==> src/hw/rtl/xasf_pkg.sv <==
// Package for the x86 add/sub flags ALU: widths, operation and size codes, item types.
// Used by the interfaces, the stage and datapath modules, the top level and the testbench; depends on nothing.
`default_nettype none

package xasf_pkg;

    localparam int DATA_W = 64;
    localparam int MODE_W = 3;
    localparam int SIZE_W = 2;

    localparam logic [MODE_W-1:0] MODE_ADD  = 3'd0;
    localparam logic [MODE_W-1:0] MODE_ADC  = 3'd1;
    localparam logic [MODE_W-1:0] MODE_SUB  = 3'd2;
    localparam logic [MODE_W-1:0] MODE_SBB  = 3'd3;
    localparam logic [MODE_W-1:0] MODE_CMP  = 3'd4;
    localparam logic [MODE_W-1:0] MODE_XADD = 3'd5;

    localparam logic [SIZE_W-1:0] SIZE_8  = 2'd0;
    localparam logic [SIZE_W-1:0] SIZE_16 = 2'd1;
    localparam logic [SIZE_W-1:0] SIZE_32 = 2'd2;
    localparam logic [SIZE_W-1:0] SIZE_64 = 2'd3;

    typedef struct packed {
        logic [MODE_W-1:0] mode;
        logic [SIZE_W-1:0] size_code;
        logic [DATA_W-1:0] dst_value;
        logic [DATA_W-1:0] src_value;
        logic              carry_in;
    } op_t;

    typedef struct packed {
        logic [DATA_W-1:0] result;
        logic [DATA_W-1:0] src_writeback;
        logic              write_dest;
        logic              write_src;
        logic              flag_carry;
        logic              flag_overflow;
        logic              flag_aux;
        logic              flag_sign;
        logic              flag_zero;
        logic              flag_parity;
    } res_t;

endpackage

`default_nettype wire

==> src/hw/rtl/xasf_cmd_if.sv <==
// Command channel interface: valid/ready plus the operands of one instruction.
// Depends on xasf_pkg.
`default_nettype none

interface xasf_cmd_if;
    logic                         valid;
    logic                         ready;
    logic [xasf_pkg::MODE_W-1:0]  mode;
    logic [xasf_pkg::SIZE_W-1:0]  size_code;
    logic [xasf_pkg::DATA_W-1:0]  dst_value;
    logic [xasf_pkg::DATA_W-1:0]  src_value;
    logic                         carry_in;

    modport source (output valid, mode, size_code, dst_value, src_value, carry_in,
                    input ready);
    modport sink   (input valid, mode, size_code, dst_value, src_value, carry_in,
                    output ready);
endinterface

`default_nettype wire

==> src/hw/rtl/xasf_rsp_if.sv <==
// Response channel interface: valid/ready plus the result and flags of one instruction.
// Depends on xasf_pkg.
`default_nettype none

interface xasf_rsp_if;
    logic                         valid;
    logic                         ready;
    logic [xasf_pkg::DATA_W-1:0]  result;
    logic [xasf_pkg::DATA_W-1:0]  src_writeback;
    logic                         write_dest;
    logic                         write_src;
    logic                         flag_carry;
    logic                         flag_overflow;
    logic                         flag_aux;
    logic                         flag_sign;
    logic                         flag_zero;
    logic                         flag_parity;

    modport source (output valid, result, src_writeback, write_dest, write_src,
                    flag_carry, flag_overflow, flag_aux, flag_sign, flag_zero,
                    flag_parity,
                    input ready);
    modport sink   (input valid, result, src_writeback, write_dest, write_src,
                    flag_carry, flag_overflow, flag_aux, flag_sign, flag_zero,
                    flag_parity,
                    output ready);
endinterface

`default_nettype wire

==> src/hw/rtl/x86_add_sub_flags_alu.sv <==
// Top level of the x86 add/sub/cmp/xadd ALU with flags.
// Depends on xasf_pkg, xasf_cmd_if, xasf_rsp_if, xasf_in_stage, xasf_exec, xasf_out_stage.
//
//   channel | dir | carries
//   --------+-----+--------------------------------------------------------
//   cmd     | in  | mode, size_code, dst_value, src_value, carry_in
//   rsp     | out | result, src_writeback, write_dest, write_src, 6 flags
//
// One item per cycle sustained while rsp is not stalled; each item passes from cmd through the
// operand register, then one 65-bit add and flag logic, into the result register and out on rsp.
// Reset clears both valid bits; nothing else needs initializing.
// A stall on rsp fills the result register, then the operand register, then drops cmd.ready.
`default_nettype none

module x86_add_sub_flags_alu (
    input  wire logic  clk,
    input  wire logic  rst_n,
    xasf_cmd_if.sink   cmd,
    xasf_rsp_if.source rsp
);

    xasf_pkg::op_t  op;
    xasf_pkg::res_t res;
    logic           op_valid;
    logic           op_ready;

    xasf_in_stage u_in_stage (
        .clk      (clk),
        .rst_n    (rst_n),
        .cmd      (cmd),
        .op       (op),
        .op_valid (op_valid),
        .op_ready (op_ready)
    );

    xasf_exec u_exec (
        .op  (op),
        .res (res)
    );

    xasf_out_stage u_out_stage (
        .clk       (clk),
        .rst_n     (rst_n),
        .res       (res),
        .res_valid (op_valid),
        .res_ready (op_ready),
        .rsp       (rsp)
    );

endmodule

`default_nettype wire

==> src/hw/rtl/xasf_in_stage.sv <==
// Input register stage: captures one command item and holds it until the next stage takes it.
// Depends on xasf_pkg and xasf_cmd_if.
`default_nettype none

module xasf_in_stage (
    input  wire logic     clk,
    input  wire logic     rst_n,
    xasf_cmd_if.sink      cmd,
    output xasf_pkg::op_t op,
    output logic          op_valid,
    input  wire logic     op_ready
);

    xasf_pkg::op_t op_reg;
    logic          valid_reg;
    logic          valid_next;
    logic          load;

    assign cmd.ready  = !valid_reg || op_ready;
    assign load       = cmd.valid && cmd.ready;
    assign valid_next = load || (valid_reg && !op_ready);

    always_ff @(posedge clk or negedge rst_n)
    begin
        if (!rst_n)
        begin
            valid_reg <= 1'b0;
        end
        else
        begin
            valid_reg <= valid_next;
        end
    end

    // hold the operands while stalled
    always_ff @(posedge clk)
    begin
        if (load)
        begin
            op_reg.mode      <= cmd.mode;
            op_reg.size_code <= cmd.size_code;
            op_reg.dst_value <= cmd.dst_value;
            op_reg.src_value <= cmd.src_value;
            op_reg.carry_in  <= cmd.carry_in;
        end
    end

    assign op       = op_reg;
    assign op_valid = valid_reg;

endmodule

`default_nettype wire

==> src/hw/rtl/xasf_exec.sv <==
// Combinational add/sub datapath: one 65-bit add, width masking and flag derivation.
// Depends on xasf_pkg.
`default_nettype none

module xasf_exec (
    input  wire xasf_pkg::op_t op,
    output xasf_pkg::res_t     res
);

    logic [xasf_pkg::DATA_W-1:0] mask;
    logic [xasf_pkg::DATA_W-1:0] a;
    logic [xasf_pkg::DATA_W-1:0] b;
    logic [xasf_pkg::DATA_W-1:0] b2;
    logic [xasf_pkg::DATA_W-1:0] r;
    logic [xasf_pkg::DATA_W:0]   sum;
    logic                        use_carry;
    logic                        subtract;
    logic                        is_xadd;
    logic                        writes;
    logic                        cin;
    logic                        carry_out;
    logic                        sa;
    logic                        sb;
    logic                        sr;

    always_comb
    begin
        case (op.size_code)
            xasf_pkg::SIZE_8:  mask = 64'h0000_0000_0000_00FF;
            xasf_pkg::SIZE_16: mask = 64'h0000_0000_0000_FFFF;
            xasf_pkg::SIZE_32: mask = 64'h0000_0000_FFFF_FFFF;
            default:           mask = 64'hFFFF_FFFF_FFFF_FFFF;
        endcase
    end

    assign use_carry = (op.mode == xasf_pkg::MODE_ADC) || (op.mode == xasf_pkg::MODE_SBB);
    assign subtract  = (op.mode == xasf_pkg::MODE_SUB) || (op.mode == xasf_pkg::MODE_SBB)
                    || (op.mode == xasf_pkg::MODE_CMP);
    assign is_xadd   = (op.mode == xasf_pkg::MODE_XADD);
    assign writes    = (op.mode == xasf_pkg::MODE_ADD) || (op.mode == xasf_pkg::MODE_ADC)
                    || (op.mode == xasf_pkg::MODE_SUB) || (op.mode == xasf_pkg::MODE_SBB)
                    || is_xadd;

    assign a   = op.dst_value & mask;
    assign b   = op.src_value & mask;
    assign b2  = subtract ? (~b & mask) : b;
    assign cin = use_carry ? (op.carry_in ^ subtract) : subtract;
    assign sum = {1'b0, a} + {1'b0, b2} + {{xasf_pkg::DATA_W{1'b0}}, cin};
    assign r   = sum[xasf_pkg::DATA_W-1:0] & mask;

    always_comb
    begin
        case (op.size_code)
            xasf_pkg::SIZE_8:
            begin
                carry_out = sum[8];
                sa        = a[7];
                sb        = b2[7];
                sr        = r[7];
            end
            xasf_pkg::SIZE_16:
            begin
                carry_out = sum[16];
                sa        = a[15];
                sb        = b2[15];
                sr        = r[15];
            end
            xasf_pkg::SIZE_32:
            begin
                carry_out = sum[32];
                sa        = a[31];
                sb        = b2[31];
                sr        = r[31];
            end
            default:
            begin
                carry_out = sum[64];
                sa        = a[63];
                sb        = b2[63];
                sr        = r[63];
            end
        endcase
    end

    always_comb
    begin
        res.result        = r;
        res.src_writeback = is_xadd ? a : '0;
        res.write_dest    = writes;
        res.write_src     = is_xadd;
        res.flag_carry    = carry_out ^ subtract;
        res.flag_overflow = (sa == sb) && (sr != sa);
        res.flag_aux      = a[4] ^ b[4] ^ r[4];
        res.flag_sign     = sr;
        res.flag_zero     = (r == '0);
        res.flag_parity   = ~^r[7:0];
    end

endmodule

`default_nettype wire

==> src/hw/rtl/xasf_out_stage.sv <==
// Result register stage: captures one result item and holds it until the response side takes it.
// Depends on xasf_pkg and xasf_rsp_if.
`default_nettype none

module xasf_out_stage (
    input  wire logic           clk,
    input  wire logic           rst_n,
    input  wire xasf_pkg::res_t res,
    input  wire logic           res_valid,
    output logic                res_ready,
    xasf_rsp_if.source          rsp
);

    xasf_pkg::res_t res_reg;
    logic           valid_reg;
    logic           valid_next;
    logic           load;

    assign res_ready  = !valid_reg || rsp.ready;
    assign load       = res_valid && res_ready;
    assign valid_next = load || (valid_reg && !rsp.ready);

    always_ff @(posedge clk or negedge rst_n)
    begin
        if (!rst_n)
        begin
            valid_reg <= 1'b0;
        end
        else
        begin
            valid_reg <= valid_next;
        end
    end

    always_ff @(posedge clk)
    begin
        if (load)
        begin
            res_reg <= res;
        end
    end

    assign rsp.valid         = valid_reg;
    assign rsp.result        = res_reg.result;
    assign rsp.src_writeback = res_reg.src_writeback;
    assign rsp.write_dest    = res_reg.write_dest;
    assign rsp.write_src     = res_reg.write_src;
    assign rsp.flag_carry    = res_reg.flag_carry;
    assign rsp.flag_overflow = res_reg.flag_overflow;
    assign rsp.flag_aux      = res_reg.flag_aux;
    assign rsp.flag_sign     = res_reg.flag_sign;
    assign rsp.flag_zero     = res_reg.flag_zero;
    assign rsp.flag_parity   = res_reg.flag_parity;

endmodule

`default_nettype wire

==> src/flat_wrapper.sv <==
// flat-port wrapper written by rule: the top's interface ports become plain ports
module x86_add_sub_flags_alu_flat 
  (clk, rst_n, cmd_valid, cmd_mode, cmd_size_code, cmd_dst_value, cmd_src_value, cmd_carry_in, cmd_ready, rsp_valid, rsp_result, rsp_src_writeback, rsp_write_dest, rsp_write_src, rsp_flag_carry, rsp_flag_overflow, rsp_flag_aux, rsp_flag_sign, rsp_flag_zero, rsp_flag_parity, rsp_ready);
  xasf_cmd_if cmd_i ();
  xasf_rsp_if rsp_i ();
  input  wire logic clk;
  input  wire logic rst_n;
  input wire logic [$bits(cmd_i.valid)-1:0] cmd_valid;
  input wire logic [$bits(cmd_i.mode)-1:0] cmd_mode;
  input wire logic [$bits(cmd_i.size_code)-1:0] cmd_size_code;
  input wire logic [$bits(cmd_i.dst_value)-1:0] cmd_dst_value;
  input wire logic [$bits(cmd_i.src_value)-1:0] cmd_src_value;
  input wire logic [$bits(cmd_i.carry_in)-1:0] cmd_carry_in;
  output wire logic [$bits(cmd_i.ready)-1:0] cmd_ready;
  output wire logic [$bits(rsp_i.valid)-1:0] rsp_valid;
  output wire logic [$bits(rsp_i.result)-1:0] rsp_result;
  output wire logic [$bits(rsp_i.src_writeback)-1:0] rsp_src_writeback;
  output wire logic [$bits(rsp_i.write_dest)-1:0] rsp_write_dest;
  output wire logic [$bits(rsp_i.write_src)-1:0] rsp_write_src;
  output wire logic [$bits(rsp_i.flag_carry)-1:0] rsp_flag_carry;
  output wire logic [$bits(rsp_i.flag_overflow)-1:0] rsp_flag_overflow;
  output wire logic [$bits(rsp_i.flag_aux)-1:0] rsp_flag_aux;
  output wire logic [$bits(rsp_i.flag_sign)-1:0] rsp_flag_sign;
  output wire logic [$bits(rsp_i.flag_zero)-1:0] rsp_flag_zero;
  output wire logic [$bits(rsp_i.flag_parity)-1:0] rsp_flag_parity;
  input wire logic [$bits(rsp_i.ready)-1:0] rsp_ready;
  assign cmd_i.valid = cmd_valid;
  assign cmd_i.mode = cmd_mode;
  assign cmd_i.size_code = cmd_size_code;
  assign cmd_i.dst_value = cmd_dst_value;
  assign cmd_i.src_value = cmd_src_value;
  assign cmd_i.carry_in = cmd_carry_in;
  assign cmd_ready = cmd_i.ready;
  assign rsp_valid = rsp_i.valid;
  assign rsp_result = rsp_i.result;
  assign rsp_src_writeback = rsp_i.src_writeback;
  assign rsp_write_dest = rsp_i.write_dest;
  assign rsp_write_src = rsp_i.write_src;
  assign rsp_flag_carry = rsp_i.flag_carry;
  assign rsp_flag_overflow = rsp_i.flag_overflow;
  assign rsp_flag_aux = rsp_i.flag_aux;
  assign rsp_flag_sign = rsp_i.flag_sign;
  assign rsp_flag_zero = rsp_i.flag_zero;
  assign rsp_flag_parity = rsp_i.flag_parity;
  assign rsp_i.ready = rsp_ready;
  x86_add_sub_flags_alu u_core (.clk(clk), .rst_n(rst_n), .cmd(cmd_i), .rsp(rsp_i));
endmodule
==> config.mk <==
export PLATFORM = sky130hd
export DESIGN_NAME = x86_add_sub_flags_alu_flat
export DESIGN_NICKNAME = d
export VERILOG_FILES = /design/src/hw/rtl/xasf_pkg.sv /design/src/hw/rtl/xasf_cmd_if.sv /design/src/hw/rtl/xasf_rsp_if.sv /design/src/hw/rtl/x86_add_sub_flags_alu.sv /design/src/hw/rtl/xasf_in_stage.sv /design/src/hw/rtl/xasf_exec.sv /design/src/hw/rtl/xasf_out_stage.sv /design/src/flat_wrapper.sv
export SDC_FILE = /design/constraint.sdc
export NUM_CORES = 1
export LEC_CHECK = 0
export BUFFER_PORTS_ARGS = -buffer_cell sky130_fd_sc_hd__buf_2
export CAP_MARGIN = 10
export CORE_UTILIZATION = 61
export CTS_CLUSTER_SIZE = 40
export DETAILED_ROUTE_END_ITERATION = 8
export PLACE_DENSITY_LB_ADDON = 0.12
export SLEW_MARGIN = 20
export SYNTH_ARGS = -nofsm -noshare
export SYNTH_HDL_FRONTEND = slang
export SYNTH_SLANG_ARGS = --single-unit
==> constraint.sdc <==
create_clock -name clk -period 9.28 [get_ports clk]
set_input_delay 1.392 -clock clk [delete_from_list [all_inputs] [get_ports clk]]
set_output_delay 1.392 -clock clk [all_outputs]
set_load 0.01 [all_outputs]
Word level (Yosys, flattened, before mapping):

Index checks and enable logic that the tools add are counted.

* bits in registers: 272
* bits of input ports: 138
* output and inout port bits: 138

* $add $sub $neg: 2
* eq/ne operators: 9
* mux-type cells: 7
* bitwise logic cells: 9
* reductions and logical operators: 24

Operators with widths (count)
* AND 64 bit: 4
* case mux 64 bit (3 select lines): 1
* adder 64 x 64 -> 65 bit: 1
* adder 65 x 1 -> 65 bit: 1
* zero test 64 bit: 1
* two-way mux 64 bit: 1
* NOT 64 bit: 1
* case mux 1 bit (3 select lines): 4
* logical OR 1 bit: 11
* XNOR reduction 8 bit: 1
* == test 3 x 2 -> 1 bit (second input constant): 2
* == test 3 bit (second input constant): 2
* logical AND 1 bit: 5
* zero test 1 bit: 4
* XOR 1 bit: 4
* == test 3 x 1 -> 1 bit (second input constant): 1
* zero test 3 bit: 1
* == test 2 x 1 -> 1 bit (second input constant): 1
* == test 2 bit (second input constant): 1
* zero test 2 bit: 1
* == test 1 bit: 1
* two-way mux 1 bit: 1
* inequality test 1 bit: 1

Depth between registers and ports, before layout:

Gate-level depths: netlist (run 1).

* depth after elaboration: 12
* depth in mapped cells: 23
* gate-level depth less buffers: 21

Modules after synthesis:

Synthesis (run 1) repeated with hierarchy kept, for this count alone.

* cells, all modules: 1360
* area, all modules: 15063.2 um2

Modules (own cells, without submodules)
* xasf_exec: times used 1, cells an instance 1082, area each 6847.8 um2, sequential area each 0.0 um2
* xasf_out_stage: times used 1, cells an instance 140, area each 4137.7 um2, sequential area each 4108.9 um2
* xasf_in_stage: times used 1, cells an instance 138, area each 4077.7 um2, sequential area each 4048.9 um2

Worst setup path before layout (run 1):

No wires, ideal clock.

* path type: flip-flop to flip-flop
* from: register u_core.u_in_stage.op_reg (netlist bit u_core.u_in_stage.op[133])
* to: register u_core.u_out_stage.res_reg (netlist bit u_core.u_out_stage.rsp.flag_zero), data pin
* library setup time: 0.133 ns
* arrival time: 5.257 ns
* data required time: 9.147 ns
* path slack: 3.890 ns
* cell stages (with the launch flop): 21
* cell sequence: edfxtp_1 -> inv_1 -> nor3_1 -> a21oi_1 -> buf_1 -> clkbuf_1 -> xnor2_1 -> fa_1 -> fa_1 -> nand3_1 -> and3_4 -> or4_4 -> a2111oi_2 -> nor3_1 -> mux2i_1 -> or4_1 -> a2111o_1 -> nor4_2 -> nand4_1 -> nor4_1 -> o2111a_1

RTL lines
* start, declared: line xasf_in_stage.sv:14 `xasf_pkg::op_t op_reg;`
* end signal, assigned: line xasf_out_stage.sv:39 `res_reg <= res;`
* end, declared: line xasf_out_stage.sv:14 `xasf_pkg::res_t res_reg;`

==> out/qor.yml, run 1 <==
floorplanning:
  pin_count: 276
  start_util_pct: 62.9
  fp.dieH_um: 158
  die_area_um2: 25100
  coreArea_um2: 23700
  rows: 56
  die_w_um: 158
critical_path:
  critPathKind: "reg2reg"
  crit-reg2reg-launch: "u_core.u_in_stage.op[132]$_DFFE_PP_"
  cp_slowest_stage_delay_ns: 0.53
  cp.arrival_ns: 6.34
  cp.required_ns: 9.69
  cp-endpoint: "u_core.u_out_stage.rsp.flag_zero$_DFFE_PP_"
  rr_worst_depth: 20
  crit_fanout: 36
  r2r_end: "u_core.u_out_stage.rsp.flag_zero$_DFFE_PP_"
  worstSetupStartpoint: "u_core.u_in_stage.op[132]$_DFFE_PP_"
  start_kind: "register"
  cp-end-kind: "register"
  crit_chain: "nor3_1, a21oi_4, buf_4, xnor2_1, ha_1, o211ai_2, o21a_1, o21ai_0, xor2_1, inv_1, ha_1, and4_1, o21ai_0, or4_1, nor4b_1, o211ai_1, nor4b_2, nand4_1, nor4_1, o2111a_1"
  crit_slowest_cell: "edfxtp_1"
  rrSetupSlack_ns: 3.35
clocking:
  cts.repair.resized: 0
  cts-root-buf: "clkbuf_16"
  insertion_delay_ns: 0.55
  cts_tree: "done"
  clock_path_buffers: 3
  numCtsBuffers: 28
  cts_max_level: 1
  cts_setup_buffers: 0
  hold_buffers: 0
  cts_sinks: 272
  clkTransAtPathRegs_ns: 0.06
grt:
  overflow: 0
  grt_pass1_wl_um: 61800
  grt_usage_pct: 32.8
  antenna_found_initial: 1
  grt_max_degree: 94
  grt_pass1_vias: 11100
pwr:
  power_leakage_uw: 0.00718
  pwr-share-seq_pct: 45.6
  powerDensity_nw_per_um2: 193
  power_frac_comb_pct: 21.4
  clockPowerShare_pct: 33.0
  netSwitchingFraction_pct: 28.5
  finalPower_uw: 3340
  peakVddDrop_uv: 171
  power_switching_uw: 952
  p_int_uw: 2390
sta:
  slew_headroom_pct: 30.2
  max_freq_mhz: 169
  grt_setup_unrepaired: "no"
  min_period_ns: 5.93
  skew_ns: 0.0239
  whs_ns: 0.511
  worst_slack_ns: 3.35
  worst_pin_slew_ns: 1.05
  finalCritPeriodShare_pct: 63.9
  finalSetupViolations: 0
  drv_slew: 0
  finalHoldViolCount: 0
  setup_tns_ns: 0
final_layout:
  area_delta_synth_final_pct: 16.5
  num_antenna_cells: 0
  nNetsFinal: 1774
  instances_no_fill: 1904
  drive_gt1_share_pct: 22.0
  largest_register_ff_count: 134
  fillers: 1631
yosys:
  ys_seq_elements: 272
  yosys.cell_count.top_type: "edfxtp_1"
  synth_edf_count: 270
  yosysTopAreaCell: "edfxtp_1"
  syn_nets: 1538
  async_flop_share_pct: 0.735
  avgSynthCellArea_um2: 11.2
  ys_seq_area_share_pct: 54.8
  yosysTopAreaCellShare_pct: 54.4
  yosys-top-cells-count: "edfxtp_1 (270), nor2_1 (126), and3_1 (92)"
  syn_area_um2: 14900
  syn_inst: 1331
  ys.flop_type: "edfxtp_1"
  synth_area_leaders: "edfxtp_1 (54%), ha_1 (5.6%), and3_1 (3.9%), xnor2_1 (3.5%), xor2_1 (3.4%)"
  ys_warn_count: 0
  ys_types: 73
route:
  vias_per_cell: 6.18
  met1_length_um: 17500
  dr_total_vias: 11800
  drt_first_pass_iters: 5
  drc: 0
  wl_met3_um: 3440
  routed_wl_um: 41500
  wire_per_inst_um: 21.8
  wl_met2_um: 19100
  drt_iter0_drc: 1177
  highest-signal-layer: "met4"
  antenna_left: 0
placed_design:
  routabilityCongestion: 0.954
  detailedPlace.worstSlack_ns: 3.45
  dpl.hpwl_um: 29700
  post-place-cells: 1856
  port_buffers: 275
flow_run:
  maxCapViolCount: 0
hold_path:
  hold_depth: 1
  hp-class: "reg2reg"
run_status:
  outcome: "finished, final reports clean"
[per-stage QoR]
| step | utilization, % | cell area [µm²] |
|---|---|---|
| floorplan | - | 14900 |
| global placement | 69.5 | 16500 |
| detailed placement | 69.5 | 16500 |
| CTS | 73.3 | 17400 |
| global route | 73.3 | 17400 |
| finish | 73.3 | 17400 |
[worst min-delay path by stage]
stage / from / endpoint / slack [ns]
finish: u_core.u_in_stage.op_valid$_DFF_PN0_ / u_core.u_out_stage.rsp.valid$_DFF_PN0_ / 0.51
global route: u_core.u_in_stage.op_valid$_DFF_PN0_ / u_core.u_out_stage.rsp.valid$_DFF_PN0_ / 0.52
CTS: u_core.u_in_stage.op_valid$_DFF_PN0_ / u_core.u_out_stage.rsp.valid$_DFF_PN0_ / 0.51
detailed placement: u_core.u_in_stage.op_valid$_DFF_PN0_ / u_core.u_out_stage.rsp.valid$_DFF_PN0_ / 0.48
global placement: u_core.u_in_stage.op_valid$_DFF_PN0_ / u_core.u_out_stage.rsp.valid$_DFF_PN0_ / 0.47
floorplan: u_core.u_in_stage.op_valid$_DFF_PN0_ / u_core.u_out_stage.rsp.valid$_DFF_PN0_ / 0.45
[cells in the final DEF (no fill, tap or decap), types with 5 or more instances in the layout]
cell,Yosys,layout
nand2_1,85,84
ha_1,67,67
inv_1,28,28
nand4_1,34,34
nand2b_1,18,18
o21ai_0,48,48
buf_2,9,275
nand3_1,11,11
a211oi_1,12,12
and3_1,92,92
nor3_1,12,12
clkinv_1,0,6
clkbuf_1,66,5
o211ai_1,9,9
xor2_1,58,58
a21oi_2,6,6
nor2b_1,6,5
o21ai_1,12,12
clkbuf_16,0,29
mux2i_1,8,8
a31oi_1,9,9
o21a_1,14,14
a21oi_1,83,82
xnor2_1,59,59
buf_4,0,10
and2_1,65,63
nor2_1,126,126
nor4_1,10,10
or4_1,6,6
edfxtp_1,270,270
o21bai_1,10,10
a21o_1,12,12
o31ai_1,8,8
[final cells by class]
type | count | area, µm² | share of cell area, %
clock inverter | 14 | 145 | 0.836
tap | 319 | 399 | 2.30
inverter | 28 | 105 | 0.606
clock buffer | 34 | 744 | 4.29
sequential | 272 | 8160 | 47.0
multi-input combinational | 952 | 6350 | 36.6
timing repair buffer | 285 | 1450 | 8.36
[power by group through the flow]
| stage | Sequential [µW] | Combinational, µW | Clock [µW] |
|---|---|---|---|
| CTS | 1520 | 707 | 1110 |
| floorplan | 1580 | 431 | 0 |
| global route | 1530 | 776 | 1150 |
| global placement | 1540 | 689 | 0 |
| finish | 1520 | 715 | 1100 |
| detailed placement | 1550 | 700 | 0 |
[cell families (layout without fill, tap and decap cells)]
kind of cell / Yosys count / in the layout / synth area share [%]
AOI/OAI and AO/OA: 269 / 269 / 11.7
xor gates and xnor gates: 117 / 117 / 6.88
adders and majority gates: 69 / 69 / 5.90
buffers and inverters: 107 / 361 / 2.77
DFF: 272 / 272 / 54.8
muxes: 10 / 10 / 0.840
and+or+nand+nor: 487 / 487 / 17.2
[layer usage]
layer  up-vias  GRT usage [%]
li1       5407              -
met1      5589           44.8
met2       679           52.7
met3        94           5.31
met4         0           12.5
met5         -              0
[critical path: cells and delay by family (launching register included)]
family | cells | cell delay (ns)
XOR/XNOR | 2 | 0.49
flip-flops | 1 | 0.53
AO/OA/AOI/OAI | 7 | 1.42
adder cells (fa/ha/maj) | 2 | 0.62
buffers and inverters | 2 | 0.45
AND/OR/NAND/NOR | 7 | 2.29
No activity file was read; power rests on OpenSTA's default activity.
==> inputs of run 2 (changes only) <==
--- a/config.mk
+++ b/config.mk
@@ -7,7 +7,7 @@
 export LEC_CHECK = 0
 export BUFFER_PORTS_ARGS = -buffer_cell sky130_fd_sc_hd__buf_2
 export CAP_MARGIN = 10
-export CORE_UTILIZATION = 61
+export CORE_UTILIZATION = 51
 export CTS_CLUSTER_SIZE = 40
 export DETAILED_ROUTE_END_ITERATION = 8
 export PLACE_DENSITY_LB_ADDON = 0.12
==> constraint.sdc (replaced) <==
create_clock -name clk -period 4.8 [get_ports clk]
set_input_delay 0.72 -clock clk [delete_from_list [all_inputs] [get_ports clk]]
set_output_delay 0.72 -clock clk [all_outputs]
set_load 0.01 [all_outputs]
==> out/qor.yml, run 2 (synthesis results as in run 1) <==
clocking:
  clkTransAtPathRegs_ns: 0.06
  cts_max_level: 1
  clock_path_buffers: 3
  cts-root-buf: "clkbuf_16"
  cts_sinks: 272
  numCtsBuffers: 28
  cts_tree: "done"
  insertion_delay_ns: 0.55
route:
  routed_wl_um: 43900
  antenna_left: 0
  drc: 0
  dr_total_vias: 12300
  wire_per_inst_um: 19.8
  drt_first_pass_iters: 5
  vias_per_cell: 5.56
  drt_iter0_drc: 880
pwr:
  powerDensity_nw_per_um2: 344
  power_leakage_uw: 0.00843
  peakVddDrop_uv: 392
critical_path:
  crit_fanout: 6
  critPathKind: "reg2reg"
  crit-reg2reg-launch: "u_core.u_in_stage.op[131]$_DFFE_PP_"
  cp-end-kind: "register"
  start_kind: "register"
  cp.arrival_ns: 5.39
  cp.required_ns: 5.22
  rr_worst_depth: 20
  rrSetupSlack_ns: -0.18
  r2r_end: "u_core.u_out_stage.rsp.flag_zero$_DFFE_PP_"
sta:
  worst_slack_ns: -0.177
  worst_pin_slew_ns: 1.01
  drv_slew: 0
  finalSetupViolations: 2
  whs_ns: 0.343
  finalCritPeriodShare_pct: 104
  skew_ns: 0.0125
  min_period_ns: 4.98
  finalHoldViolCount: 0
  grt_setup_unrepaired: "yes"
  max_freq_mhz: 201
  slew_headroom_pct: 32.8
grt:
  grt_usage_pct: 28.9
  grt_pass1_vias: 11900
  grt_pass1_wl_um: 67000
  overflow: 0
  grt_max_degree: 135
  antenna_found_initial: 1
placed_design:
  routabilityCongestion: 0.964
  port_buffers: 275
  dpl.hpwl_um: 33000
run_status:
  outcome: "finished with violations"
  violations: "negative setup slack"
floorplanning:
  start_util_pct: 51.9
  coreArea_um2: 28700
  pin_count: 276
  die_w_um: 173
  die_area_um2: 29900
  fp.dieH_um: 173
  rows: 62
hold_path:
  min_from: "cmd_src_value[56]"
  hp-class: "in2reg"
  min_to: "u_core.u_in_stage.op[57]$_DFFE_PP_"
  hold_depth: 1
final_layout:
  final_util_pct: 68.3
  num_antenna_cells: 0
  fillers: 2278
  largest_register_ff_count: 134
  nNetsFinal: 2017
  final_cell_mix: "buf_2 (275), edfxtp_1 (270), buf_4 (241)"
  area_delta_synth_final_pct: 31.6
  layout.cells.most_common: "buf_2"
  drive_gt1_share_pct: 34.4
flow_run:
  maxCapViolCount: 0
==> run 2: cell types whose count changed in the layout (fill, tap and decap cells not counted), moves of 5 or more <==
cell     before  now
buf_4        10  241
o21ai_0      48   43
a21oi_1      82   75
nor4_1       10    4
a21oi_2       6   12
==> run 2: how the worst max path moves through the flow <==
stage,startpoint,to,slack [ns],cells past startpoint
floorplan,u_core.u_in_stage.op[133]$_DFFE_PP_,u_core.u_out_stage.rsp.flag_zero$_DFFE_PP_,-0.02,20
global placement,u_core.u_in_stage.op[133]$_DFFE_PP_,u_core.u_out_stage.rsp.flag_zero$_DFFE_PP_,-0.37,24
detailed placement,u_core.u_in_stage.op[133]$_DFFE_PP_,u_core.u_out_stage.rsp.flag_zero$_DFFE_PP_,-0.33,26
CTS,u_core.u_in_stage.op[133]$_DFFE_PP_,u_core.u_out_stage.rsp.flag_zero$_DFFE_PP_,-0.22,21
global route,u_core.u_in_stage.op[132]$_DFFE_PP_,u_core.u_out_stage.rsp.flag_zero$_DFFE_PP_,-0.38,20
finish,u_core.u_in_stage.op[131]$_DFFE_PP_,u_core.u_out_stage.rsp.flag_zero$_DFFE_PP_,-0.18,20
==> run 2: power by group <==
group	switching [µW]	internal [µW]	total [µW]	leakage [µW]
clock	880	1160	2040	0.000410
combinational	980	792	1770	0.00535
sequential	69.7	2870	2940	0.00267
==> run 2: layout make-up <==
cell class              instances  area, µm²  share of cell area (%)
flip-flops and latches        272       8160                    41.6
inverters                      28        105                   0.536
multi-input cells             952       6580                    33.6
well taps                     384        480                    2.45
repair buffers                528       3420                    17.4
clock buffers                  35        748                    3.82
clock inverters                14        111                   0.568
==> run 2: worst max-delay path: stages, from the launching register on <==
cell and delay, ns:
edfxtp_1 0.40, nor3_2 0.27, a21oi_4 0.10, clkbuf_16 0.17, buf_4 0.13, xor2_1 0.14
nor2_1 0.22, ha_1 0.36, a21oi_1 0.28, o21ai_0 0.18, a21oi_2 0.31, buf_4 0.17
o211ai_1 0.13, xor2_1 0.16, and2_1 0.18, or4_1 0.47, a2111o_1 0.32, nor4_2 0.21
nand4_1 0.16, nor4_2 0.27, o2111a_1 0.21
==> run 2: per-layer routing <==
| metal | wire [µm] | global-route usage [%] | share of wire [%] |
|---|---|---|---|
| met1 | 19400 | 41.3 | 44 |
| met2 | 21000 | 47.7 | 48 |
| met3 | 2550 | 3.17 | 5.8 |
| met4 | 878 | 6.45 | 2.0 |
| met5 | 0 | 0 | 0 |
==> run 2: what timing repair did <==
item	in CTS	in global routing
buffers inserted	4	4
pin swaps	1	7
hold buffers	1	0
endpoints found under the hold margin	2	0
endpoints found under the setup margin	5	7
gates cloned	1	2
resized for setup	10	41
==> run 2: stage by stage <==
stage                     cell area [µm²]  std cells  setup TNS (ns)  worst slack (ns)  power (µW)
after floorplan                     14900       1331         -0.0249           -0.0249        3890
after global placement              18400       2154          -0.689            -0.370        4680
after detailed placement            18400       2154          -0.583            -0.332        4690
after CTS                           19400       2209          -0.223            -0.223        6750
after global routing                19600       2213          -0.795            -0.385        7020
final                               19600       2213          -0.190            -0.177        6750
==> inputs of run 3 (changes only) <==
--- a/config.mk
+++ b/config.mk
@@ -11,6 +11,7 @@
 export CTS_CLUSTER_SIZE = 40
 export DETAILED_ROUTE_END_ITERATION = 8
 export PLACE_DENSITY_LB_ADDON = 0.12
+export SKIP_CTS_REPAIR_TIMING = 1
 export SLEW_MARGIN = 20
 export SYNTH_ARGS = -nofsm -noshare
 export SYNTH_HDL_FRONTEND = slang
==> out/qor.yml, run 3 (synthesis results as in run 1) <==
final_layout:
  final_cell_mix: "buf_2 (275), edfxtp_1 (270), buf_4 (253)"
  num_antenna_cells: 0
  layout.cells.most_common: "buf_2"
  final_cell_area_um2: 20000
  fillers: 2234
  largest_register_ff_count: 134
  nNetsFinal: 2036
  seqCellArea_um2: 8160
  area_delta_synth_final_pct: 34.3
  drive_gt1_share_pct: 36.9
  multi_input_area_um2: 6800
sta:
  grt_setup_unrepaired: "yes"
  worst_pin_slew_ns: 1.03
  finalHoldViolCount: 0
  min_period_ns: 5.11
  finalCritPeriodShare_pct: 106
  worst_slack_ns: -0.306
  drv_slew: 0
  slew_headroom_pct: 31.1
  whs_ns: 0.341
  skew_ns: 0.0155
  finalSetupViolations: 3
  max_freq_mhz: 196
clocking:
  cts_max_level: 1
  clock_path_buffers: 3
  cts_tree: "done"
  numCtsBuffers: 28
  clkTransAtPathRegs_ns: 0.06
  cts-root-buf: "clkbuf_16"
  cts_sinks: 272
  insertion_delay_ns: 0.55
route:
  drc: 0
  dr_total_vias: 12400
  antenna_left: 0
  drt_iter0_drc: 948
  wire_per_inst_um: 19.8
  vias_per_cell: 5.54
  routed_wl_um: 44300
  drt_first_pass_iters: 5
grt:
  overflow: 0
  grt_pass1_vias: 11800
  grt_usage_pct: 28.7
  antenna_found_initial: 1
  grt_max_degree: 135
  grt_pass1_wl_um: 66600
pwr:
  finalPower_uw: 6810
  power_leakage_uw: 0.00856
  powerDensity_nw_per_um2: 340
  peakVddDrop_uv: 390
critical_path:
  crit_chain: "buf_6, a21oi_4, buf_12, buf_16, xor2_1, nor2_1, ha_1, nand4_1, or4_4, a2111oi_4, buf_4, nor4_4, o31a_1, o311a_1, xor2_1, nor2_1, or4_4, nor4_4, o2111a_1"
  rrSetupSlack_ns: -0.31
  r2r_end: "u_core.u_out_stage.rsp.flag_zero$_DFFE_PP_"
  start_kind: "register"
  cp-end-kind: "register"
  crit_fanout: 7
  critPathKind: "reg2reg"
  path_delay_family: "simple AND/OR/NAND/NOR gates"
  cp_slowest_stage_delay_ns: 0.60
  cp.arrival_ns: 5.52
  cp_num_buf_inv: 4
  rr_worst_depth: 19
  crit_slowest_cell: "or4_4"
  crit-reg2reg-launch: "u_core.u_in_stage.op[132]$_DFFE_PP_"
  cp.required_ns: 5.22
floorplanning:
  die_area_um2: 29900
  pin_count: 276
  die_w_um: 173
  fp.dieH_um: 173
  rows: 62
  coreArea_um2: 28700
  start_util_pct: 51.9
hold_path:
  min_to: "u_core.u_in_stage.op[57]$_DFFE_PP_"
  hold_depth: 1
  hp-class: "in2reg"
  min_from: "cmd_src_value[56]"
placed_design:
  routabilityCongestion: 0.964
  detailedPlace.worstSlack_ns: -0.332
  dpl.hpwl_um: 33000
  port_buffers: 275
  place_area_um2: 18400
run_status:
  violations: "negative setup slack"
  outcome: "finished with violations"
flow_run:
  maxCapViolCount: 0
## run 3: per-layer routing
metal,vias up,track usage [%],part of all wire [%]
li1,5932,-,-
met1,5947,40.9,44
met2,447,47.2,48
met3,47,3.19,5.6
met4,0,6.64,1.9
met5,-,0,0
## run 3: stage by stage
step,TNS [ns],std cells,util [%]
final,-0.409,2232,69.7
after global routing,-1.06,2232,69.7
after detailed placement,-0.583,2154,64.0
after global placement,-0.689,2154,64.0
after CTS,-0.769,2203,67.0
after floorplan,-0.0249,1331,-
## run 3: cell type report
type                       count  share of cell area (%)
sequential                   272                    40.8
multi-input combinational    952                    34.0
timing repair buffer         547                    18.0
inverter                      28                   0.525
clock inverter                14                   0.557
tap                          384                    2.40
clock buffer                  35                    3.74
## run 3: power by group
part | total, µW | leakage (µW) | switching (µW) | internal [µW]
Clock | 2040 | 0.000410 | 878 | 1160
Combinational | 1830 | 0.00548 | 1000 | 832
Sequential | 2940 | 0.00267 | 70.1 | 2870
Total | 6810 | 0.00856 | 1950 | 4860
## run 3: how the worst max path moves through the flow
stage	from	cells past startpoint	end	slack [ns]
after floorplan	u_core.u_in_stage.op[133]$_DFFE_PP_	20	u_core.u_out_stage.rsp.flag_zero$_DFFE_PP_	-0.02
after global placement	u_core.u_in_stage.op[133]$_DFFE_PP_	24	u_core.u_out_stage.rsp.flag_zero$_DFFE_PP_	-0.37
after detailed placement	u_core.u_in_stage.op[133]$_DFFE_PP_	26	u_core.u_out_stage.rsp.flag_zero$_DFFE_PP_	-0.33
after CTS	u_core.u_in_stage.op[133]$_DFFE_PP_	24	u_core.u_out_stage.rsp.flag_zero$_DFFE_PP_	-0.38
after global routing	u_core.u_in_stage.op[133]$_DFFE_PP_	20	u_core.u_out_stage.rsp.flag_zero$_DFFE_PP_	-0.48
final	u_core.u_in_stage.op[132]$_DFFE_PP_	19	u_core.u_out_stage.rsp.flag_zero$_DFFE_PP_	-0.31
